File: src/design/mcm_pkg.sv
// ----------------------------------------------------------------------------
// mcm_pkg
// Shared widths, constants, codes and stage bundles of the mecanum mixer.
// ----------------------------------------------------------------------------
package mcm_pkg;

    localparam int StickW     = 11;
    localparam int KeyW       = 16;
    localparam int ModeW      = 2;
    localparam int SpeedW     = 8;
    localparam int CfgIdxW    = 3;
    localparam int AxisW      = 12;
    localparam int MagW       = 11;
    localparam int SumW       = 13;
    localparam int ProdW      = 19;
    localparam int TopW       = 10;
    localparam int NumW       = 21;
    localparam int QW         = 10;
    localparam int DivW       = 22;
    localparam int MixW       = 16;
    localparam int WheelW     = 15;
    localparam int Lanes      = 3;

    localparam int Center     = 1024;
    localparam int KeyStep    = 660;
    localparam int RecipW     = 20;
    localparam int Recip      = 813441;
    localparam int RecipShift = 29;

    localparam int StepsPerStage = 2;
    localparam int DivStages     = QW / StepsPerStage;
    localparam int PipeDepth     = 5 + DivStages + 1;

    localparam int LaneStrafe  = 0;
    localparam int LaneForward = 1;
    localparam int LaneTurn    = 2;

    localparam int KeyW_Fwd   = 0;
    localparam int KeyS_Back  = 1;
    localparam int KeyA_Left  = 2;
    localparam int KeyD_Right = 3;
    localparam int KeyShift   = 4;
    localparam int KeyCtrl    = 5;
    localparam int KeyQ_Ccw   = 6;
    localparam int KeyE_Cw    = 7;

    localparam logic [ModeW-1:0] ModeFast   = 2'd1;
    localparam logic [ModeW-1:0] ModeSlow   = 2'd2;
    localparam logic [ModeW-1:0] ModeMedium = 2'd3;

    typedef enum logic [CfgIdxW-1:0] {
        CFG_SWITCH_ONE   = 3'd0,
        CFG_SWITCH_THREE = 3'd1,
        CFG_SWITCH_TWO   = 3'd2,
        CFG_DEFAULT      = 3'd3,
        CFG_SLOW_KEY     = 3'd4,
        CFG_FAST_KEY     = 3'd5
    } cfg_idx_t;

    typedef struct packed {
        logic [SpeedW-1:0] switch_one;
        logic [SpeedW-1:0] switch_three;
        logic [SpeedW-1:0] switch_two;
        logic [SpeedW-1:0] dflt;
        logic [SpeedW-1:0] slow_key;
        logic [SpeedW-1:0] fast_key;
    } speed_cfg_t;

    typedef struct packed {
        logic [Lanes-1:0]           neg;
        logic [Lanes-1:0][MagW-1:0] mag;
        logic [MagW-1:0]            peak;
        logic [SumW-1:0]            sum;
        logic [SpeedW-1:0]          speed;
    } mag_t;

    typedef struct packed {
        logic [Lanes-1:0][DivW-1:0] rem;
        logic [Lanes-1:0][QW-1:0]   quo;
        logic [Lanes-1:0]           neg;
        logic [DivW-1:0]            dsr;
        logic                       sum_zero;
    } div_bus_t;

endpackage

File: src/design/mecanum_chassis_mixer.sv
// One frame per cycle while the output is not stalled. Depth is set by the ten-bit
// restoring divider, two quotient bits per stage. The whole pipeline advances
// together; a stalled output holds every stage.
// Reset clears all valid bits and loads the speed registers with their defaults.
// ----------------------------------------------------------------------------
// mecanum_chassis_mixer
// Remote-control frame to four mecanum wheel speed targets, fully pipelined.
// ----------------------------------------------------------------------------
module mecanum_chassis_mixer (
    input  logic                                clk,
    input  logic                                rst_n,
    input  logic                                in_valid,
    output logic                                in_ready,
    input  logic [mcm_pkg::StickW-1:0]          stick_strafe,
    input  logic [mcm_pkg::StickW-1:0]          stick_forward,
    input  logic [mcm_pkg::StickW-1:0]          stick_turn,
    input  logic [mcm_pkg::ModeW-1:0]           mode_switch,
    input  logic [mcm_pkg::KeyW-1:0]            key_word,
    output logic                                out_valid,
    input  logic                                out_ready,
    output logic signed [mcm_pkg::WheelW-1:0]   wheel_one_target,
    output logic signed [mcm_pkg::WheelW-1:0]   wheel_two_target,
    output logic signed [mcm_pkg::WheelW-1:0]   wheel_three_target,
    output logic signed [mcm_pkg::WheelW-1:0]   wheel_four_target,
    input  logic                                cfg_we,
    input  logic [mcm_pkg::CfgIdxW-1:0]         cfg_index,
    input  logic [mcm_pkg::SpeedW-1:0]          cfg_data
);
    import mcm_pkg::*;

    logic                 en;
    logic [PipeDepth-1:0] vld_reg, vld_next;
    speed_cfg_t           cfg_reg, cfg_next;
    mag_t                 mag;
    div_bus_t             div_bus [DivStages+1];

    assign en       = !vld_reg[PipeDepth-1] || out_ready;
    assign in_ready = en;
    assign out_valid = vld_reg[PipeDepth-1];
    assign vld_next = {vld_reg[PipeDepth-2:0], in_valid};

    always_comb
    begin
        cfg_next = cfg_reg;
        if (cfg_we)
        begin
            case (cfg_index)
                CFG_SWITCH_ONE:   cfg_next.switch_one   = cfg_data;
                CFG_SWITCH_THREE: cfg_next.switch_three = cfg_data;
                CFG_SWITCH_TWO:   cfg_next.switch_two   = cfg_data;
                CFG_DEFAULT:      cfg_next.dflt         = cfg_data;
                CFG_SLOW_KEY:     cfg_next.slow_key     = cfg_data;
                CFG_FAST_KEY:     cfg_next.fast_key     = cfg_data;
                default:          cfg_next = cfg_reg;
            endcase
        end
    end

    always_ff @(posedge clk or negedge rst_n)
    begin
        if (!rst_n)
        begin
            vld_reg              <= '0;
            cfg_reg.switch_one   <= SpeedW'(160);
            cfg_reg.switch_three <= SpeedW'(90);
            cfg_reg.switch_two   <= SpeedW'(50);
            cfg_reg.dflt         <= SpeedW'(80);
            cfg_reg.slow_key     <= SpeedW'(50);
            cfg_reg.fast_key     <= SpeedW'(160);
        end
        else
        begin
            cfg_reg <= cfg_next;
            if (en)
            begin
                vld_reg <= vld_next;
            end
        end
    end

    mcm_front u_front (
        .clk           (clk),
        .en            (en),
        .stick_strafe  (stick_strafe),
        .stick_forward (stick_forward),
        .stick_turn    (stick_turn),
        .mode_switch   (mode_switch),
        .key_word      (key_word),
        .speed_cfg     (cfg_reg),
        .mag           (mag)
    );

    mcm_scale u_scale (
        .clk (clk),
        .en  (en),
        .mag (mag),
        .bus (div_bus[0])
    );

    for (genvar g = 0; g < DivStages; g++)
    begin : g_div
        mcm_div_stage u_div (
            .clk     (clk),
            .en      (en),
            .bus_in  (div_bus[g]),
            .bus_out (div_bus[g+1])
        );
    end

    mcm_mix u_mix (
        .clk                (clk),
        .en                 (en),
        .bus                (div_bus[DivStages]),
        .wheel_one_target   (wheel_one_target),
        .wheel_two_target   (wheel_two_target),
        .wheel_three_target (wheel_three_target),
        .wheel_four_target  (wheel_four_target)
    );

endmodule

File: src/design/mcm_front.sv
// ----------------------------------------------------------------------------
// mcm_front
// Speed select, stick centring with key pushes, then magnitudes, peak, sum.
// ----------------------------------------------------------------------------
module mcm_front (
    input  logic                        clk,
    input  logic                        en,
    input  logic [mcm_pkg::StickW-1:0]  stick_strafe,
    input  logic [mcm_pkg::StickW-1:0]  stick_forward,
    input  logic [mcm_pkg::StickW-1:0]  stick_turn,
    input  logic [mcm_pkg::ModeW-1:0]   mode_switch,
    input  logic [mcm_pkg::KeyW-1:0]    key_word,
    input  mcm_pkg::speed_cfg_t         speed_cfg,
    output mcm_pkg::mag_t               mag
);
    import mcm_pkg::*;

    function automatic logic signed [AxisW-1:0] axis_value(
        input logic [StickW-1:0] ch,
        input logic              up,
        input logic              down
    );
        logic signed [AxisW-1:0] base;
        base = $signed({1'b0, ch}) - $signed(AxisW'(Center));
        if (up && !down)
        begin
            axis_value = base + $signed(AxisW'(KeyStep));
        end
        else if (down && !up)
        begin
            axis_value = base - $signed(AxisW'(KeyStep));
        end
        else
        begin
            axis_value = base;
        end
    endfunction

    function automatic logic [MagW-1:0] magnitude(input logic signed [AxisW-1:0] v);
        logic signed [AxisW-1:0] a;
        a = v[AxisW-1] ? -v : v;
        magnitude = a[MagW-1:0];
    endfunction

    logic signed [Lanes-1:0][AxisW-1:0] axis_reg, axis_next;
    logic [SpeedW-1:0]                  speed_reg, speed_next;
    mag_t                               mag_reg, mag_next;

    always_comb
    begin
        case (mode_switch)
            ModeFast:   speed_next = speed_cfg.switch_one;
            ModeMedium: speed_next = speed_cfg.switch_three;
            ModeSlow:   speed_next = speed_cfg.switch_two;
            default:    speed_next = speed_cfg.dflt;
        endcase
        if (key_word[KeyCtrl])
        begin
            speed_next = speed_cfg.slow_key;
        end
        if (key_word[KeyShift])
        begin
            speed_next = speed_cfg.fast_key;
        end
        axis_next[LaneStrafe]  = axis_value(stick_strafe, key_word[KeyD_Right],
                                            key_word[KeyA_Left]);
        axis_next[LaneForward] = axis_value(stick_forward, key_word[KeyW_Fwd],
                                            key_word[KeyS_Back]);
        axis_next[LaneTurn]    = axis_value(stick_turn, key_word[KeyE_Cw],
                                            key_word[KeyQ_Ccw]);
    end

    always_comb
    begin
        for (int l = 0; l < Lanes; l++)
        begin
            mag_next.neg[l] = axis_reg[l][AxisW-1];
            mag_next.mag[l] = magnitude(axis_reg[l]);
        end
        mag_next.peak = mag_next.mag[0];
        for (int l = 1; l < Lanes; l++)
        begin
            if (mag_next.mag[l] > mag_next.peak)
            begin
                mag_next.peak = mag_next.mag[l];
            end
        end
        mag_next.sum = SumW'(mag_next.mag[0]) + SumW'(mag_next.mag[1])
                     + SumW'(mag_next.mag[2]);
        mag_next.speed = speed_reg;
    end

    always_ff @(posedge clk)
    begin
        if (en)
        begin
            axis_reg  <= axis_next;
            speed_reg <= speed_next;
            mag_reg   <= mag_next;
        end
    end

    assign mag = mag_reg;

endmodule

File: src/design/mcm_scale.sv
// ----------------------------------------------------------------------------
// mcm_scale
// Peak times speed, divide by the key step via reciprocal, form numerators.
// ----------------------------------------------------------------------------
module mcm_scale (
    input  logic                clk,
    input  logic                en,
    input  mcm_pkg::mag_t       mag,
    output mcm_pkg::div_bus_t   bus
);
    import mcm_pkg::*;

    logic [ProdW-1:0]        prod_reg, prod_next;
    mag_t                    mag_c_reg;
    logic [ProdW+RecipW-1:0] scaled;
    logic [TopW-1:0]         top_reg, top_next;
    mag_t                    mag_d_reg;
    div_bus_t                bus_reg, bus_next;
    logic [NumW-1:0]         num;

    assign prod_next = ProdW'(mag.peak) * ProdW'(mag.speed);
    assign scaled    = (ProdW+RecipW)'(prod_reg) * (ProdW+RecipW)'(Recip);
    assign top_next  = scaled[RecipShift +: TopW];

    always_comb
    begin
        bus_next = '0;
        for (int l = 0; l < Lanes; l++)
        begin
            num               = NumW'(mag_d_reg.mag[l]) * NumW'(top_reg);
            bus_next.rem[l]   = DivW'(num);
            bus_next.quo[l]   = '0;
        end
        bus_next.neg      = mag_d_reg.neg;
        bus_next.dsr      = DivW'(mag_d_reg.sum) << (QW - 1);
        bus_next.sum_zero = (mag_d_reg.sum == '0);
    end

    always_ff @(posedge clk)
    begin
        if (en)
        begin
            prod_reg  <= prod_next;
            mag_c_reg <= mag;
            top_reg   <= top_next;
            mag_d_reg <= mag_c_reg;
            bus_reg   <= bus_next;
        end
    end

    assign bus = bus_reg;

endmodule

File: src/design/mcm_div_stage.sv
// ----------------------------------------------------------------------------
// mcm_div_stage
// Restoring division, two quotient bits per stage, three lanes in step.
// ----------------------------------------------------------------------------
module mcm_div_stage (
    input  logic                clk,
    input  logic                en,
    input  mcm_pkg::div_bus_t   bus_in,
    output mcm_pkg::div_bus_t   bus_out
);
    import mcm_pkg::*;

    div_bus_t bus_reg, bus_next;

    always_comb
    begin
        bus_next = bus_in;
        for (int s = 0; s < StepsPerStage; s++)
        begin
            for (int l = 0; l < Lanes; l++)
            begin
                if (bus_next.rem[l] >= bus_next.dsr)
                begin
                    bus_next.rem[l] = bus_next.rem[l] - bus_next.dsr;
                    bus_next.quo[l] = {bus_next.quo[l][QW-2:0], 1'b1};
                end
                else
                begin
                    bus_next.quo[l] = {bus_next.quo[l][QW-2:0], 1'b0};
                end
            end
            bus_next.dsr = bus_next.dsr >> 1;
        end
    end

    always_ff @(posedge clk)
    begin
        if (en)
        begin
            bus_reg <= bus_next;
        end
    end

    assign bus_out = bus_reg;

endmodule

File: src/design/mcm_mix.sv
// ----------------------------------------------------------------------------
// mcm_mix
// Restore signs, mix into four wheel targets, scale by the wheel gain.
// ----------------------------------------------------------------------------
module mcm_mix (
    input  logic                                clk,
    input  logic                                en,
    input  mcm_pkg::div_bus_t                   bus,
    output logic signed [mcm_pkg::WheelW-1:0]   wheel_one_target,
    output logic signed [mcm_pkg::WheelW-1:0]   wheel_two_target,
    output logic signed [mcm_pkg::WheelW-1:0]   wheel_three_target,
    output logic signed [mcm_pkg::WheelW-1:0]   wheel_four_target
);
    import mcm_pkg::*;

    function automatic logic signed [MixW-1:0] times_gain(input logic signed [MixW-1:0] v);
        times_gain = (v <<< 4) + (v <<< 1) + v;
    endfunction

    logic signed [Lanes-1:0][MixW-1:0] val;
    logic signed [MixW-1:0]            f, s, t;
    logic signed [MixW-1:0]            w1, w2, w3, w4;
    logic signed [WheelW-1:0]          w1_reg, w2_reg, w3_reg, w4_reg;

    always_comb
    begin
        for (int l = 0; l < Lanes; l++)
        begin
            if (bus.sum_zero)
            begin
                val[l] = '0;
            end
            else if (bus.neg[l])
            begin
                val[l] = -$signed(MixW'(bus.quo[l]));
            end
            else
            begin
                val[l] = $signed(MixW'(bus.quo[l]));
            end
        end
        s  = val[LaneStrafe];
        f  = val[LaneForward];
        t  = val[LaneTurn];
        w1 = times_gain(f + s + t);
        w2 = times_gain(s + t - f);
        w3 = times_gain(f - s + t);
        w4 = times_gain(t - f - s);
    end

    always_ff @(posedge clk)
    begin
        if (en)
        begin
            w1_reg <= w1[WheelW-1:0];
            w2_reg <= w2[WheelW-1:0];
            w3_reg <= w3[WheelW-1:0];
            w4_reg <= w4[WheelW-1:0];
        end
    end

    assign wheel_one_target   = w1_reg;
    assign wheel_two_target   = w2_reg;
    assign wheel_three_target = w3_reg;
    assign wheel_four_target  = w4_reg;

endmodule

File: config.mk
export PLATFORM = sky130hd
export DESIGN_NAME = mecanum_chassis_mixer
export DESIGN_NICKNAME = d
export VERILOG_FILES = /design/src/design/mcm_pkg.sv /design/src/design/mecanum_chassis_mixer.sv /design/src/design/mcm_front.sv /design/src/design/mcm_scale.sv /design/src/design/mcm_div_stage.sv /design/src/design/mcm_mix.sv
export SDC_FILE = /design/constraint.sdc
export NUM_CORES = 2
export LEC_CHECK = 0
export BUFFER_PORTS_ARGS = -buffer_cell sky130_fd_sc_hd__buf_2
export CORE_MARGIN = 2
export CORE_UTILIZATION = 33
export DETAILED_ROUTE_END_ITERATION = 10
export SYNTH_ARGS = -nofsm -noshare
export SYNTH_HDL_FRONTEND = slang
export SYNTH_SLANG_ARGS = --single-unit
File: constraint.sdc
create_clock -name clk -period 29.2 [get_ports clk]
set_clock_uncertainty 0.15 [all_clocks]
set_input_delay 2.92 -clock clk [delete_from_list [all_inputs] [get_ports clk]]
set_output_delay 2.92 -clock clk [all_outputs]
set_load 0.01 [all_outputs]
==> reports/metrics.csv <==
stage,metric,value,unit
outcome,status,"finished, final reports clean",
setup_path,"Top cell by count, worst path",xnor2_1,
placed_design,post-place setup slack,21630,ps
synth,number of synthesized flops with an enable pin,802,
clock_tree,clk_lat worst skew,730,ps
sta,RSZ-0062 raised after global routing,false,
setup_path,critical path class,reg2reg,
floorplan,Ports,129,
worst_hold_path,Worst Hold Class,reg2reg,
sta,slew at the pin closest to its max-slew limit,1090,ps
clock_tree,# hold bufs at CTS,0,
synth,Syn Nets,9020,
sta,Pins Over Slew Limit,0,
routing,starting DRC count in detailed routing,3194,
global_routing,vias in the first global route,55000,
global_routing,pin count of the biggest net entering global routing,89,
routing,Via density,4.98,
routing,met1 WL,83200,um
global_routing,initial antenna violation count,1,
setup_path,slowest CP cell,a2111oi_0,
clock_tree,post_cts resized,0,
routing,DRT Pass-1 Iters,7,
final_layout,Nets,9128,
floorplan,Starting Density,0.332,
clock_tree,Root Buffer,clkbuf_16,
final_layout,Register Area,25600,um2
global_routing,first-pass GRT wire length,294000,um
clock_tree,CTS tree,yes,
floorplan,die height,488,um
clock_tree,CTS Buf Count,96,
global_routing,grt ovf,0,
sta,Final setup violation count,0,
sta,max frequency,131,MHz
synth,sequential area share after synthesis,0.331,
placed_design,Final GP Congestion,0.884,
setup_path,Crit. End Element,flop,
sta,final hold violation count,0,
synth,count of warnings emitted by yosys,0,
final_layout,max reg flops,426,
routing,met3 routed WL,7240,um
synth,Avg Inst Size Synth,10.2,um2
clock_tree,Clock Sinks,861,
final_layout,"Design Area, Final",84800,um2
sta,min Tclk post-route,7620,ps
setup_path,crit path DAT,7950,ps
job,Max-Cap Viols,0,
routing,Top Layer Used,met4,
clock_tree,Worst-path clk slew,60,ps
synth,prevailing post-synth register cell,edfxtp_1,
setup_path,Max stage delay on crit path,780,ps
global_routing,All-Layer GR Usage,0.153,
sta,worst relative slew slack,0.271,
final_layout,synth-to-layout area growth,9.65,%
clock_tree,clock buffer depth,3,
routing,met2 WL post-DR,86200,um
synth,"FF+latch count, synth",861,
placed_design,IO Port Bufs,120,
clock_tree,# H-tree levels,3,
placed_design,Post-Place Cell Area,81700,um2
floorplan,die area,238000,um2
sta,final setup margin,21580,ps
synth,Syn Inst Count,7563,
setup_path,Critical Path RT,29530,ps
synth,Async SR Flop Fraction,0.0685,
floorplan,Std-Cell Core Area,233000,um2
synth,Mapped Area,77400,um2
setup_path,startpoint type of the worst setup path,flop,
routing,DRT Wirelength,183000,um
clock_tree,setup bufs post-CTS,0,
final_layout,share of cells above drive strength 1,0.0801,
final_layout,multi-input logic area,47800,um2
sta,setup_tns,0,ps
routing,routed via count,54200,
final_layout,# diodes,0,
final_layout,Util after Layout,0.364,
sta,part of the cycle the worst path needs,0.261,
setup_path,CP max FO,5,
routing,per-cell routed wire length,16.8,um
synth,post-synthesis cell type count,95,
floorplan,Rows,177,
routing,post-route ant nets,0,
routing,DRC,0,
final_layout,fillers,22900,
floorplan,Die X,488,um
placed_design,estimated wirelength of the detail-placed design,145000,um
[path summary, 6_finish.rpt]
path                                               end                       start  depth (start not counted)  slack (ps)
setup reg to reg           u_mix.wheel_four_target[14]  g_div[4].u_div.bus_out[46]                         30       21580
min in group asynchronous                  cfg_reg[30]                       rst_n                          2        2180
hold reg to reg             g_div[3].u_div.bus_out[38]  g_div[2].u_div.bus_out[36]                          0         250
max in group asynchronous                  cfg_reg[15]                       rst_n                          2       26240
setup / recovery           u_mix.wheel_four_target[14]  g_div[4].u_div.bus_out[46]                         30       21580
hold / removal              g_div[3].u_div.bus_out[38]  g_div[2].u_div.bus_out[36]                          0         250
[Yosys cell counts, types with 25 or more instances]
| cell | n | area, um2 |
|---|---|---|
| mux2_2 | 182 | 2050 |
| xor2_1 | 191 | 1670 |
| nand4_1 | 77 | 482 |
| or2_2 | 51 | 319 |
| mux2i_1 | 66 | 661 |
| o41ai_1 | 28 | 245 |
| nand2_1 | 622 | 2330 |
| a21oi_1 | 395 | 1980 |
| nand2b_1 | 88 | 551 |
| o31ai_1 | 52 | 390 |
| o21a_1 | 78 | 586 |
| a31oi_1 | 33 | 206 |
| edfxtp_1 | 802 | 24100 |
| or3_1 | 56 | 350 |
| o21bai_1 | 59 | 443 |
| a21boi_0 | 31 | 233 |
| nor3_1 | 134 | 671 |
| and3_1 | 42 | 263 |
| a21o_1 | 152 | 1140 |
| a211oi_1 | 36 | 270 |
| dfrtp_1 | 43 | 1080 |
| clkbuf_1 | 137 | 514 |
| xnor2_1 | 377 | 3300 |
| o211ai_1 | 25 | 188 |
| inv_1 | 879 | 3300 |
| fa_1 | 465 | 9310 |
| nor2_1 | 390 | 1460 |
| and2_1 | 219 | 1370 |
| nor4_1 | 45 | 282 |
| ha_1 | 925 | 11600 |
| nor2b_1 | 103 | 644 |
| o21ai_0 | 366 | 1830 |
| nand3_1 | 100 | 500 |
[logic make-up (layout without fill, tap and decap cells)]
logic type,after synthesis,in the layout,synth area share
multiplexers,259,259,0.0379
buffers and inverters,1054,1243,0.0518
flip-flops,861,861,0.331
XOR/XNOR,570,570,0.0648
adder cells (fa/ha/maj),1390,1390,0.270
AND/OR/NAND/NOR,2006,2006,0.128
AO/OA/AOI/OAI,1423,1423,0.117
[stage by stage]
stage	hold slack [ps]	instances
finish	249	10900
global route	255	10900
CTS	246	10900
detailed placement	255	10700
global placement	252	10700
floorplan	250	7563
[metal layers]
layer  GRT usage  vias to the layer above
met5           0                        -
met4      0.0517                        0
met3      0.0189                      279
met2       0.259                     1117
met1       0.201                    26100
li1            -                    26700
[placed cells by master, fill, tap and decap left out, drive strengths merged, types with 26 or more instances in the layout]
| master | Yosys | final |
|---|---|---|
| fa | 465 | 465 |
| or3 | 56 | 56 |
| or2 | 51 | 51 |
| nand2 | 622 | 622 |
| and3 | 42 | 42 |
| ha | 925 | 925 |
| mux2 | 185 | 185 |
| nor3 | 136 | 136 |
| nor4 | 46 | 46 |
| a211oi | 36 | 36 |
| nand4 | 77 | 77 |
| o211ai | 26 | 26 |
| o41ai | 29 | 29 |
| nand3 | 100 | 100 |
| a31oi | 33 | 33 |
| o31ai | 52 | 52 |
| a21oi | 396 | 396 |
| xnor2 | 378 | 378 |
| mux2i | 66 | 66 |
| dfrtp | 43 | 43 |
| o21a | 78 | 78 |
| o21bai | 59 | 59 |
| and2 | 219 | 219 |
| edfxtp | 802 | 802 |
| xor2 | 191 | 191 |
| nand2b | 88 | 88 |
| o21ai | 368 | 368 |
| clkinv | 3 | 50 |
| a21o | 152 | 152 |
| buf | 34 | 181 |
| inv | 880 | 887 |
| nor2 | 390 | 390 |
| a21boi | 31 | 31 |
| clkbuf | 137 | 112 |
| nor2b | 103 | 103 |
[final cells by class]
type                            instances  share of cell area
Multi-Input combinational cell       5648               0.564
Sequential cell                       861               0.302
Tap cell                             3132              0.0462
Inverter                              883              0.0391
Clock buffer                          112              0.0290
Timing Repair Buffer                  181              0.0125
Clock inverter                         67             0.00808
[critical path, delay by kind of cell (launching register included)]
family                   cells  cell delay, ps
AO/OA/AOI/OAI                7            1940
adder cells (fa/ha/maj)      5            2050
flip-flops                   1             460
XOR/XNOR                     6            1010
buffers and inverters        2             210
AND/OR/NAND/NOR             10            1510
Power is not shown: default switching activity piles up to over one toggle a cycle in this logic, so the estimate is an artifact.
